$ cat src/hdl/prvu_pkg.sv
// Shared types, constants and CORDIC angle table for the polar/rectangular vector unit.
package prvu_pkg;

  // CORDIC iteration count and angle table
  localparam int CORDIC_STEPS = 16;
  localparam int TABLE_LEN    = 24;
  localparam int STEP_W       = $clog2(TABLE_LEN);

  // divider quotient width (result magnitude width)
  localparam int QUO_W = 25;

  // CORDIC datapath width (6 fraction bits plus growth headroom)
  localparam int CW = 34;

  // reciprocal of the limit gain of the CORDIC, Q30
  localparam logic [29:0] GAIN = 30'd652032874;

  localparam logic signed [CW-1:0] HALF_TURN    = 34'sd2147483648;
  localparam logic signed [CW-1:0] QUARTER_TURN = 34'sd1073741824;

  // arctangent of 2^-i in 1/2^32 turn
  localparam logic [31:0] ATAN_TAB [TABLE_LEN] = '{
    32'd536870912, 32'd316933406, 32'd167458907, 32'd85004756, 32'd42667331,
    32'd21354465, 32'd10679838, 32'd5340245, 32'd2670163, 32'd1335087,
    32'd667544, 32'd333772, 32'd166886, 32'd83443, 32'd41722, 32'd20861,
    32'd10430, 32'd5215, 32'd2608, 32'd1304, 32'd652, 32'd326, 32'd163, 32'd81
  };

  typedef enum logic [2:0] {
    OP_TO_POLAR = 3'd0,
    OP_TO_RECT  = 3'd1,
    OP_ADD      = 3'd2,
    OP_SUB      = 3'd3,
    OP_MUL      = 3'd4,
    OP_DIV      = 3'd5
  } opcode_t;

  // word travelling through the divider chain
  typedef struct packed {
    logic [2:0]         op;
    logic signed [24:0] rx;
    logic signed [24:0] ry;
    logic [23:0]        amag;
    logic [15:0]        abrg;
    logic [39:0]        prod;
    logic [15:0]        sc;
    logic [15:0]        rem;
    logic [QUO_W-1:0]   n_lo;
    logic [QUO_W-1:0]   quo;
    logic               ovf;
  } div_t;

  // word travelling through the CORDIC chain
  typedef struct packed {
    logic                 vec;   // vectoring (to polar) when set, rotation otherwise
    logic                 zero;  // zero input vector
    logic                 nul;   // all-zero result
    logic                 dz;    // divide by zero
    logic signed [CW-1:0] u;
    logic signed [CW-1:0] v;
    logic signed [CW-1:0] z;
    logic signed [24:0]   rx;
    logic signed [24:0]   ry;
    logic [24:0]          mag;
    logic [15:0]          brg;
  } crd_t;

endpackage

$ cat src/hdl/prvu_div_cell.sv
// One restoring-division cell: develops one quotient bit per stage.
module prvu_div_cell import prvu_pkg::*; (
  input  logic clk,
  input  logic rst,
  input  logic en,
  input  logic vin,
  input  div_t din,
  output logic vout,
  output div_t dout
);

  logic [16:0] trial;
  logic        take;
  div_t        dout_next;

  // shift in next dividend bit, subtract divisor when it fits
  always_comb begin
    trial     = {din.rem, din.n_lo[QUO_W-1]};
    take      = trial >= {1'b0, din.sc};
    dout_next = din;
    dout_next.rem  = take ? 16'(trial - {1'b0, din.sc}) : trial[15:0];
    dout_next.n_lo = {din.n_lo[QUO_W-2:0], 1'b0};
    dout_next.quo  = {din.quo[QUO_W-2:0], take};
  end

  always_ff @(posedge clk) begin
    if (rst) begin
      vout <= 1'b0;
    end else if (en) begin
      vout <= vin;
    end
  end

  always_ff @(posedge clk) begin
    if (en) begin
      dout <= dout_next;
    end
  end

endmodule

$ cat config.mk
export PLATFORM = sky130hd
export DESIGN_NAME = prvu_div_cell
export DESIGN_NICKNAME = d
export VERILOG_FILES = /design/src/hdl/prvu_pkg.sv /design/src/hdl/prvu_div_cell.sv
export SDC_FILE = /design/constraint.sdc
export NUM_CORES = 1
export LEC_CHECK = 0
export BUFFER_PORTS_ARGS = -buffer_cell sky130_fd_sc_hd__buf_2
export CORE_AREA = 2 2 171 173
export CTS_CLUSTER_SIZE = 25
export DETAILED_ROUTE_END_ITERATION = 6
export DIE_AREA = 0 0 173 175
export SKIP_CTS_REPAIR_TIMING = 1
export SLEW_MARGIN = 10
export SYNTH_ARGS = -nofsm -noshare
export SYNTH_HDL_FRONTEND = slang
export SYNTH_SLANG_ARGS = --single-unit
export TNS_END_PERCENT = 1
$ cat constraint.sdc
create_clock -name clk -period 4 [get_ports clk]
set_input_delay 0.4 -clock clk [delete_from_list [all_inputs] [get_ports clk]]
set_output_delay 0.4 -clock clk [all_outputs]
set_load 0.01 [all_outputs]
==> reports/summary.txt <==
DRC violations left: 0
Post-synth ARST share: 0
reg-to-reg setup timing slack: 3400 ps
final hold slack: 33.6 ps
sequential-to-total area share from yosys stat: 0.838
Rel. slew slack: 0.370
Worst VDD drop: 291 uV
Tmin final: 2540 ps
number of fill cells: 2756
Sink Count: 216
area of the multi-input gates: 1130 sq um
biggest cell delay along the critical path: 410 ps
reg2reg end: vout
placer's final routability congestion estimate: 0.784
register bit total from synthesis: 216
P per Cell Area: 507 nW/um^2
top cells by area, synth: edfxtp_1 (84%), ha_1 (2.6%), mux2_2 (1.2%)
Worst EP arrival: 2810 ps
vias in the first global route: 5295
Final WS setup: 1460 ps
LEAKAGE: 4.84 nW
largest area contributor in the netlist: edfxtp_1
worst-margin pin slew: 945 ps
Initial Util: 0.272
Max Slew Vio Count: 0
count of input and output buffers: 434
CTS tree: yes
number of cell rows: 62
routed wire length: 22600 um
commonest non-fill, non-tap cell in the layout: buf_2
Startpoint Class: primary input
Place WS: 914 ps
area delta synth->final: 45.3%
H-tree Lvls: 1
Clock Latency Late Sink: 520 ps
clock-pin slew on the worst setup and hold paths: 60 ps
number of library cell types mapped by synthesis: 51
Vias/cell: 4.17
DIE AREA: 30300 sq um
register area: 6480 sq um
R2R depth: 2
Post-Syn Area: 7730 sq um
Max-Cap Viols: 0
Mapped Avg Cell Area: 20.5 sq um
worst hold path depth: 2
dpl hpwl: 17100 um
setup tns final: 0 ps
post-route ant nets: 0
via count: 5181
RSZ-0062 raised after global routing: false
Tcrit/Tclk final: 0.636
worst-path cell chain: buf_2, inv_1, ha_1, a21oi_2, o211ai_2, a221oi_4, a211oi_2, a2111oi_4, buf_4, mux2_2
DR iter-0 viols: 267
reg2reg start: vout
Yosys warnings: 0
Initial DRT Pass Iterations: 4
layout cell share with drive strength beyond 1: 0.589
Max clock buf depth: 3
endpoints failing setup: 0
post-synth top area share: 0.835
synthesized instance count: 377
initial antenna violation count: 4
EDFF count, synth: 215
Setup crit end: dout[57]
Worst Setup SP: din[77]
CP Max Fanout: 10
Crit-path slowest cell: ha_1
most frequent cells in the layout: buf_2 (433), edfxtp_1 (215), clkbuf_16 (25)
Die Wd: 173 um
pin count of the biggest net entering global routing: 122
status: finished clean
Hold Crit Class: in -> reg
GR Util All Layers: 0.142
layout net count: 1076
root buffer cell: clkbuf_16
Ports: 437
CTS Buf Count: 25
first-pass GRT wire length: 32500 um
Final Hold Fails: 0
Setup Skew: 0 ps
total grt overflow: 0
Req. time, crit path: 4260 ps
Critical Path End Type: register
syn nets: 614
Post-synth top flop: edfxtp_1
core outline area: 28400 sq um
FMAX: 393 MHz
Wirelength per Cell: 18.2 um
Setup CP Type: in -> reg
Vert. Die Dim: 175 um
==> worst min path at each step <==
stage	startpoint	end	slack (ps)
2_1_floorplan	rst	vout	470
3_5_place_dp	vout	vout	520
6_report	rst	vout	30
5_1_grt	din[107]	dout[107]	20
3_3_place_gp	vout	vout	480
4_1_cts	rst	vout	3
==> synth_stat cells (all sizes together), types with 2 or more instances <==
library cell    n
buf             4
and3            2
o21ai          10
mux2i           5
o31a            2
ha             16
a21oi           9
xnor2           4
nor2b           4
inv            23
a211o           3
nand4           2
a21o            2
clkbuf          2
o211ai          3
xor2            4
nor3            5
mux2           14
a211oi          5
edfxtp        215
o31ai           3
o21a            6
nand2           6
nor2            8
==> worst max-delay path: cells and delay by family <==
family                     cells  cell delay [ps]
muxes                          1              350
AOI/OAI and AO/OA              5             1240
adders and majority gates      1              410
buffers and inverters          3              400
==> stage by stage <==
stage / power, mW / util / cell area (sq um) / std cells
2_1_floorplan: 3.09 / - / 7730 / 377
3_3_place_gp: 3.48 / 0.367 / 10400 / 1196
5_1_grt: 5.93 / 0.396 / 11200 / 1243
4_1_cts: 5.79 / 0.396 / 11200 / 1242
3_5_place_dp: 3.50 / 0.367 / 10400 / 1196
6_report: 5.70 / 0.396 / 11200 / 1243
==> routing by layer <==
layer  global-route usage  share of wire
met1                0.172           0.39
met2                0.246           0.51
met4               0.0325          0.015
met5                    0        0.00040
met3               0.0448          0.081
==> power by group <==
| group | switching [mW] | internal, mW |
|---|---|---|
| combinational | 0.379 | 0.302 |
| sequential | 0.0462 | 2.71 |
| clock | 0.929 | 1.33 |
==> cell families after synthesis <==
logic type / after synthesis / synth area share
flip-flops: 216 / 0.838
multiplexers: 19 / 0.0298
adder cells (fa/ha/maj): 17 / 0.0285
AO/OA/AOI/OAI: 52 / 0.0542
other: 1 / 0.000485
buffers and inverters: 29 / 0.0159
XOR/XNOR: 8 / 0.00906
AND/OR/NAND/NOR: 35 / 0.0244
==> layout make-up <==
class | instances | share of cell area
sequential | 216 | 0.577
clock buffer | 32 | 0.0598
antenna | 1 | 0.000223
multi-input combinational | 132 | 0.101
tap | 384 | 0.0428
inverter | 23 | 0.00769
clock inverter | 14 | 0.0131
timing repair buffer | 441 | 0.199
==> registers in the layout, summed over array words and instances (netlist names) <==
signal / count
dout: 215
vout: 1
No activity file was read; power rests on OpenSTA's default activity.
