<file path="src/hdl/prvu_pkg.sv">
// Shared types, constants and CORDIC angle table for the polar/rectangular vector unit.
package prvu_pkg;

  // CORDIC iteration count and angle table
  localparam int CORDIC_STEPS = 16;
  localparam int TABLE_LEN    = 24;
  localparam int STEP_W       = $clog2(TABLE_LEN);

  // divider quotient width (result magnitude width)
  localparam int QUO_W = 25;

  // CORDIC datapath width (6 fraction bits plus growth headroom)
  localparam int CW = 34;

  // reciprocal of the limit gain of the CORDIC, Q30
  localparam logic [29:0] GAIN = 30'd652032874;

  localparam logic signed [CW-1:0] HALF_TURN    = 34'sd2147483648;
  localparam logic signed [CW-1:0] QUARTER_TURN = 34'sd1073741824;

  // arctangent of 2^-i in 1/2^32 turn
  localparam logic [31:0] ATAN_TAB [TABLE_LEN] = '{
    32'd536870912, 32'd316933406, 32'd167458907, 32'd85004756, 32'd42667331,
    32'd21354465, 32'd10679838, 32'd5340245, 32'd2670163, 32'd1335087,
    32'd667544, 32'd333772, 32'd166886, 32'd83443, 32'd41722, 32'd20861,
    32'd10430, 32'd5215, 32'd2608, 32'd1304, 32'd652, 32'd326, 32'd163, 32'd81
  };

  typedef enum logic [2:0] {
    OP_TO_POLAR = 3'd0,
    OP_TO_RECT  = 3'd1,
    OP_ADD      = 3'd2,
    OP_SUB      = 3'd3,
    OP_MUL      = 3'd4,
    OP_DIV      = 3'd5
  } opcode_t;

  // word travelling through the divider chain
  typedef struct packed {
    logic [2:0]         op;
    logic signed [24:0] rx;
    logic signed [24:0] ry;
    logic [23:0]        amag;
    logic [15:0]        abrg;
    logic [39:0]        prod;
    logic [15:0]        sc;
    logic [15:0]        rem;
    logic [QUO_W-1:0]   n_lo;
    logic [QUO_W-1:0]   quo;
    logic               ovf;
  } div_t;

  // word travelling through the CORDIC chain
  typedef struct packed {
    logic                 vec;   // vectoring (to polar) when set, rotation otherwise
    logic                 zero;  // zero input vector
    logic                 nul;   // all-zero result
    logic                 dz;    // divide by zero
    logic signed [CW-1:0] u;
    logic signed [CW-1:0] v;
    logic signed [CW-1:0] z;
    logic signed [24:0]   rx;
    logic signed [24:0]   ry;
    logic [24:0]          mag;
    logic [15:0]          brg;
  } crd_t;

endpackage

</file>
<file path="src/hdl/prvu_cordic_cell.sv">
// One CORDIC micro-rotation cell, vectoring or rotation mode per word.
module prvu_cordic_cell import prvu_pkg::*; (
  input  logic              clk,
  input  logic              rst,
  input  logic              en,
  input  logic [STEP_W-1:0] step,
  input  logic              vin,
  input  crd_t              din,
  output logic              vout,
  output crd_t              dout
);

  logic signed [CW-1:0] du;
  logic signed [CW-1:0] dv;
  logic signed [CW-1:0] ang;
  logic                 pos;
  crd_t                 dout_next;

  // direction: vectoring drives v to zero, rotation drives z to zero
  always_comb begin
    du  = din.v >>> step;
    dv  = din.u >>> step;
    ang = $signed({2'b00, ATAN_TAB[step]});
    pos = din.vec ? (din.v[CW-1] || (din.v == '0)) : !din.z[CW-1];
    dout_next = din;
    if (pos) begin
      dout_next.u = din.u - du;
      dout_next.v = din.v + dv;
      dout_next.z = din.z - ang;
    end else begin
      dout_next.u = din.u + du;
      dout_next.v = din.v - dv;
      dout_next.z = din.z + ang;
    end
  end

  always_ff @(posedge clk) begin
    if (rst) begin
      vout <= 1'b0;
    end else if (en) begin
      vout <= vin;
    end
  end

  always_ff @(posedge clk) begin
    if (en) begin
      dout <= dout_next;
    end
  end

endmodule

</file>
<file path="config.mk">
export PLATFORM = sky130hd
export DESIGN_NAME = prvu_cordic_cell
export DESIGN_NICKNAME = d
export VERILOG_FILES = /design/src/hdl/prvu_pkg.sv /design/src/hdl/prvu_cordic_cell.sv
export SDC_FILE = /design/constraint.sdc
export NUM_CORES = 1
export LEC_CHECK = 0
export BUFFER_PORTS_ARGS = -buffer_cell sky130_fd_sc_hd__buf_2
export CAP_MARGIN = 20
export CORE_UTILIZATION = 56
export DETAILED_ROUTE_END_ITERATION = 7
export PLACE_DENSITY = 0.8
export SLEW_MARGIN = 5
export SYNTH_ARGS = -nofsm -noshare
export SYNTH_HDL_FRONTEND = slang
export SYNTH_SLANG_ARGS = --single-unit
export TNS_END_PERCENT = 1
</file>
<file path="constraint.sdc">
create_clock -name clk -period 8.33 [get_ports clk]
set_input_delay 1.666 -clock clk [delete_from_list [all_inputs] [get_ports clk]]
set_output_delay 1.666 -clock clk [all_outputs]
set_load 0.03 [all_outputs]
</file>
==> metrics.md <==
| Metric | Value |
|---|---|
| Nets@finish | `about 2500` |
| Yosys cell types | `between 80 and 90` |
| Post-place instance area | `around 21000 um2` |
| Drt first pass iters | `6` |
| MaxCap Viol Count | `0` |
| Starting density of the core | `57.5%` |
| I/O Buffers | `roughly 400` |
| Number of flops mapped to enable cells by yosys | `~200` |
| Dpl hpwl | `between 50 and 60 mm` |
| Required time worst endpoint | `between 8000 and 9000 ps` |
| Peak supply drop | `158 uV` |
| Finished Cell Area | `between 20000 and 25000 um2` |
| Worst skew pair latency | `between 400 and 500 ps` |
| Post-CTS Setup Bufs | `0` |
| Global-route wire length before repair | `102 mm` |
| # rows | `65` |
| Hold Vio Cnt, Final | `0` |
| Critical path data arrival time | `7740 ps` |
| GPL Wtd Cong | `between 1 and 1.5` |
| Status | `completed` |
| Critical Path Source | `step[0]` |
| I/O pin total | `about 400` |
| Worst rel slew slack | `between 20% and 30%` |
| Clk sinks | `198` |
| Yosys reg bits | `~200` |
| Hold Crit Class | `flop to flop` |
| Max FO, Critical Path | `roughly 120` |
| Layout cells sized above 1 | `26.8%` |
| CTS Buf Count | `17` |
| Vias in the first global route | `roughly 17000` |
| GRT Resource Usage Total | `40.7%` |
| Worst reg2reg startpoint | `vout` |
| Detailed Route Iter0 Violations | `1939` |
| Setup TNS | `0 ps` |
| Minimum clock period | `between 7000 and 8000 ps` |
| Crit Path Class | `input pin to flop` |
| TritonCTS clock tree | `built` |
| CTS Hold Buffers Added | `0` |
| Slew Viols, Final | `0` |
| Die Wd | `between 150 and 200 um` |
| Syn avg cell area | `roughly 10 um2` |
| Critical path capture point type | `flop` |
| Core ar. | `approximately 32000 um2` |
| Die Area | `between 30000 and 40000 um2` |
| DRC | `0` |
| Max Clk Rate | `133 MHz` |
| Top FF cell, synth | `edfxtp_1` |
| Antenna viol nets, final | `0` |
| Post-synthesis cell count | `~1800` |
| CP startpoint kind | `input pin` |
| Final setup viols | `0` |
| Htree depth | `4` |
| Vias per inst | `about 6.7` |
| GRT overflow | `0` |
| Synth warnings | `0` |
| PD cells | `approximately 210 nW/um2` |
| PnR Total Power | `0.00445 W` |
| Clk root buf | `clkbuf_16` |
| PostCTS Resize Cnt | `0` |
| Hold_sp | `vout` |
| Final WL | `68.9 mm` |
| Commonest non-fill, non-tap cell in the layout | `buf_2` |
| Syn Std Cell Area | `between 15000 and 20000 um2` |
| Fillers | `between 2000 and 3000` |
| Syn_nets | `2168` |
| Clk buf depth | `2` |
| Most frequent cells in the layout | `400 x buf_2, 197 x edfxtp_1, 157 x nand2_1` |
| WL per Instance | `25.9 um` |
| Via count | `around 18000` |
| Syn-to-layout area delta | `16.6%` |
| Largest net degree at the start of global routing | `between 100 and 150` |
| Cell leakage power | `around 9 nW` |
| Die H | `183 um` |
| Initial antenna violation count | `3` |
| Reg area | `5940 um2` |
| Tcrit/Tclk final | `between 90% and 100%` |
| Final core area utilization | `67.0%` |
| Seq/Total Area, Yosys | `roughly a third` |
| Least-Margin Pin Slew | `1050 ps` |
| Async S/R FF share, synth | `0%` |
| CTS clk-pin slew, worst paths | `80 ps` |
| Multi-input logic area | `between 10000 and 15000 um2` |
| Final Skew | `0 ps` |
| RSZ-0062 raised after global routing | `no` |
-- per-layer routing --
layer  up-vias  part of all wire (%)  track usage (%)
li1       7837                     -                -
met1      8498                    36             48.3
met2      1228                    47             67.6
met3       273                    10             9.36
met4         4                   6.2             23.7
met5         -                 0.049                0
-- path summary, 6_finish.rpt --
check | to | slack (ps) | cells after the start
max | dout[148] | 820 | 20
min | vout | 520 | 2
max reg2reg | vout | 7720 | 2
min reg2reg | vout | 520 | 2
-- kinds of logic after synthesis --
group                      count (synthesis)  share of synthesized area [%]
and+or+nand+nor                          489                           13.0
AOI/OAI and AO/OA                        535                           19.2
xor gates and xnor gates                 177                           8.48
DFF                                      198                           32.5
adders and majority gates                113                           7.86
buffers and inverters                    140                           3.64
muxes                                    197                           15.3
-- synth_stat cells (50+ instances only) --
cell / instances / share of area [%]
a21o_1: 50 / 2.1
a21oi_1: 127 / 3.5
edfxtp_1: 197 / 32
ha_1: 110 / 7.5
mux2i_1: 92 / 5.0
mux4_2: 61 / 7.5
nand2_1: 157 / 3.2
nor2_1: 115 / 2.4
o21ai_0: 106 / 2.9
xnor2_1: 103 / 4.9
xor2_1: 74 / 3.5
-- power breakdown --
part	leakage (nW)	internal (W)	switching [W]
sequential	1.94	0.00136	0.0000479
combinational	6.79	0.000780	0.00142
clock	0.277	0.000400	0.000446
-- sequential cells by signal, summed over array words and instances (netlist names) --
name	count
dout	197
vout	1
-- metrics by stage --
| step | setup slack [ps] | hold WS [ps] | cells |
|---|---|---|---|
| after floorplan | 570 | 630 | 1849 |
| after global placement | 509 | 473 | 2632 |
| after detailed placement | 409 | 497 | 2632 |
| after CTS | 920 | 520 | 2664 |
| after global routing | 500 | 564 | 2665 |
| final | 819 | 519 | 2666 |
-- critical path, stage by stage --
cell and delay (ps):
buf_6 120, buf_12 550, mux4_2 610, mux2i_1 440
nor2_1 80, nor3_1 430, ha_1 320, nand2_1 50
o21ai_0 180, ha_1 370, a211o_1 340, a2111oi_0 730
nor3_1 260, or2_2 410, a22o_1 250, o21a_1 180
o21a_1 160, o21ai_0 240, a21oi_1 130, xor2_1 150
-- cell type report --
class                      count  area share (%)
inverter                      43           0.757
clock inverter                13           0.669
timing repair buffer         445            11.3
multi-input combinational   1511            54.8
clock buffer                  19            2.03
sequential                   198            27.9
tap                          435            2.55
antenna                        2          0.0235
Note: power is estimated with default switching activity, not from simulation.
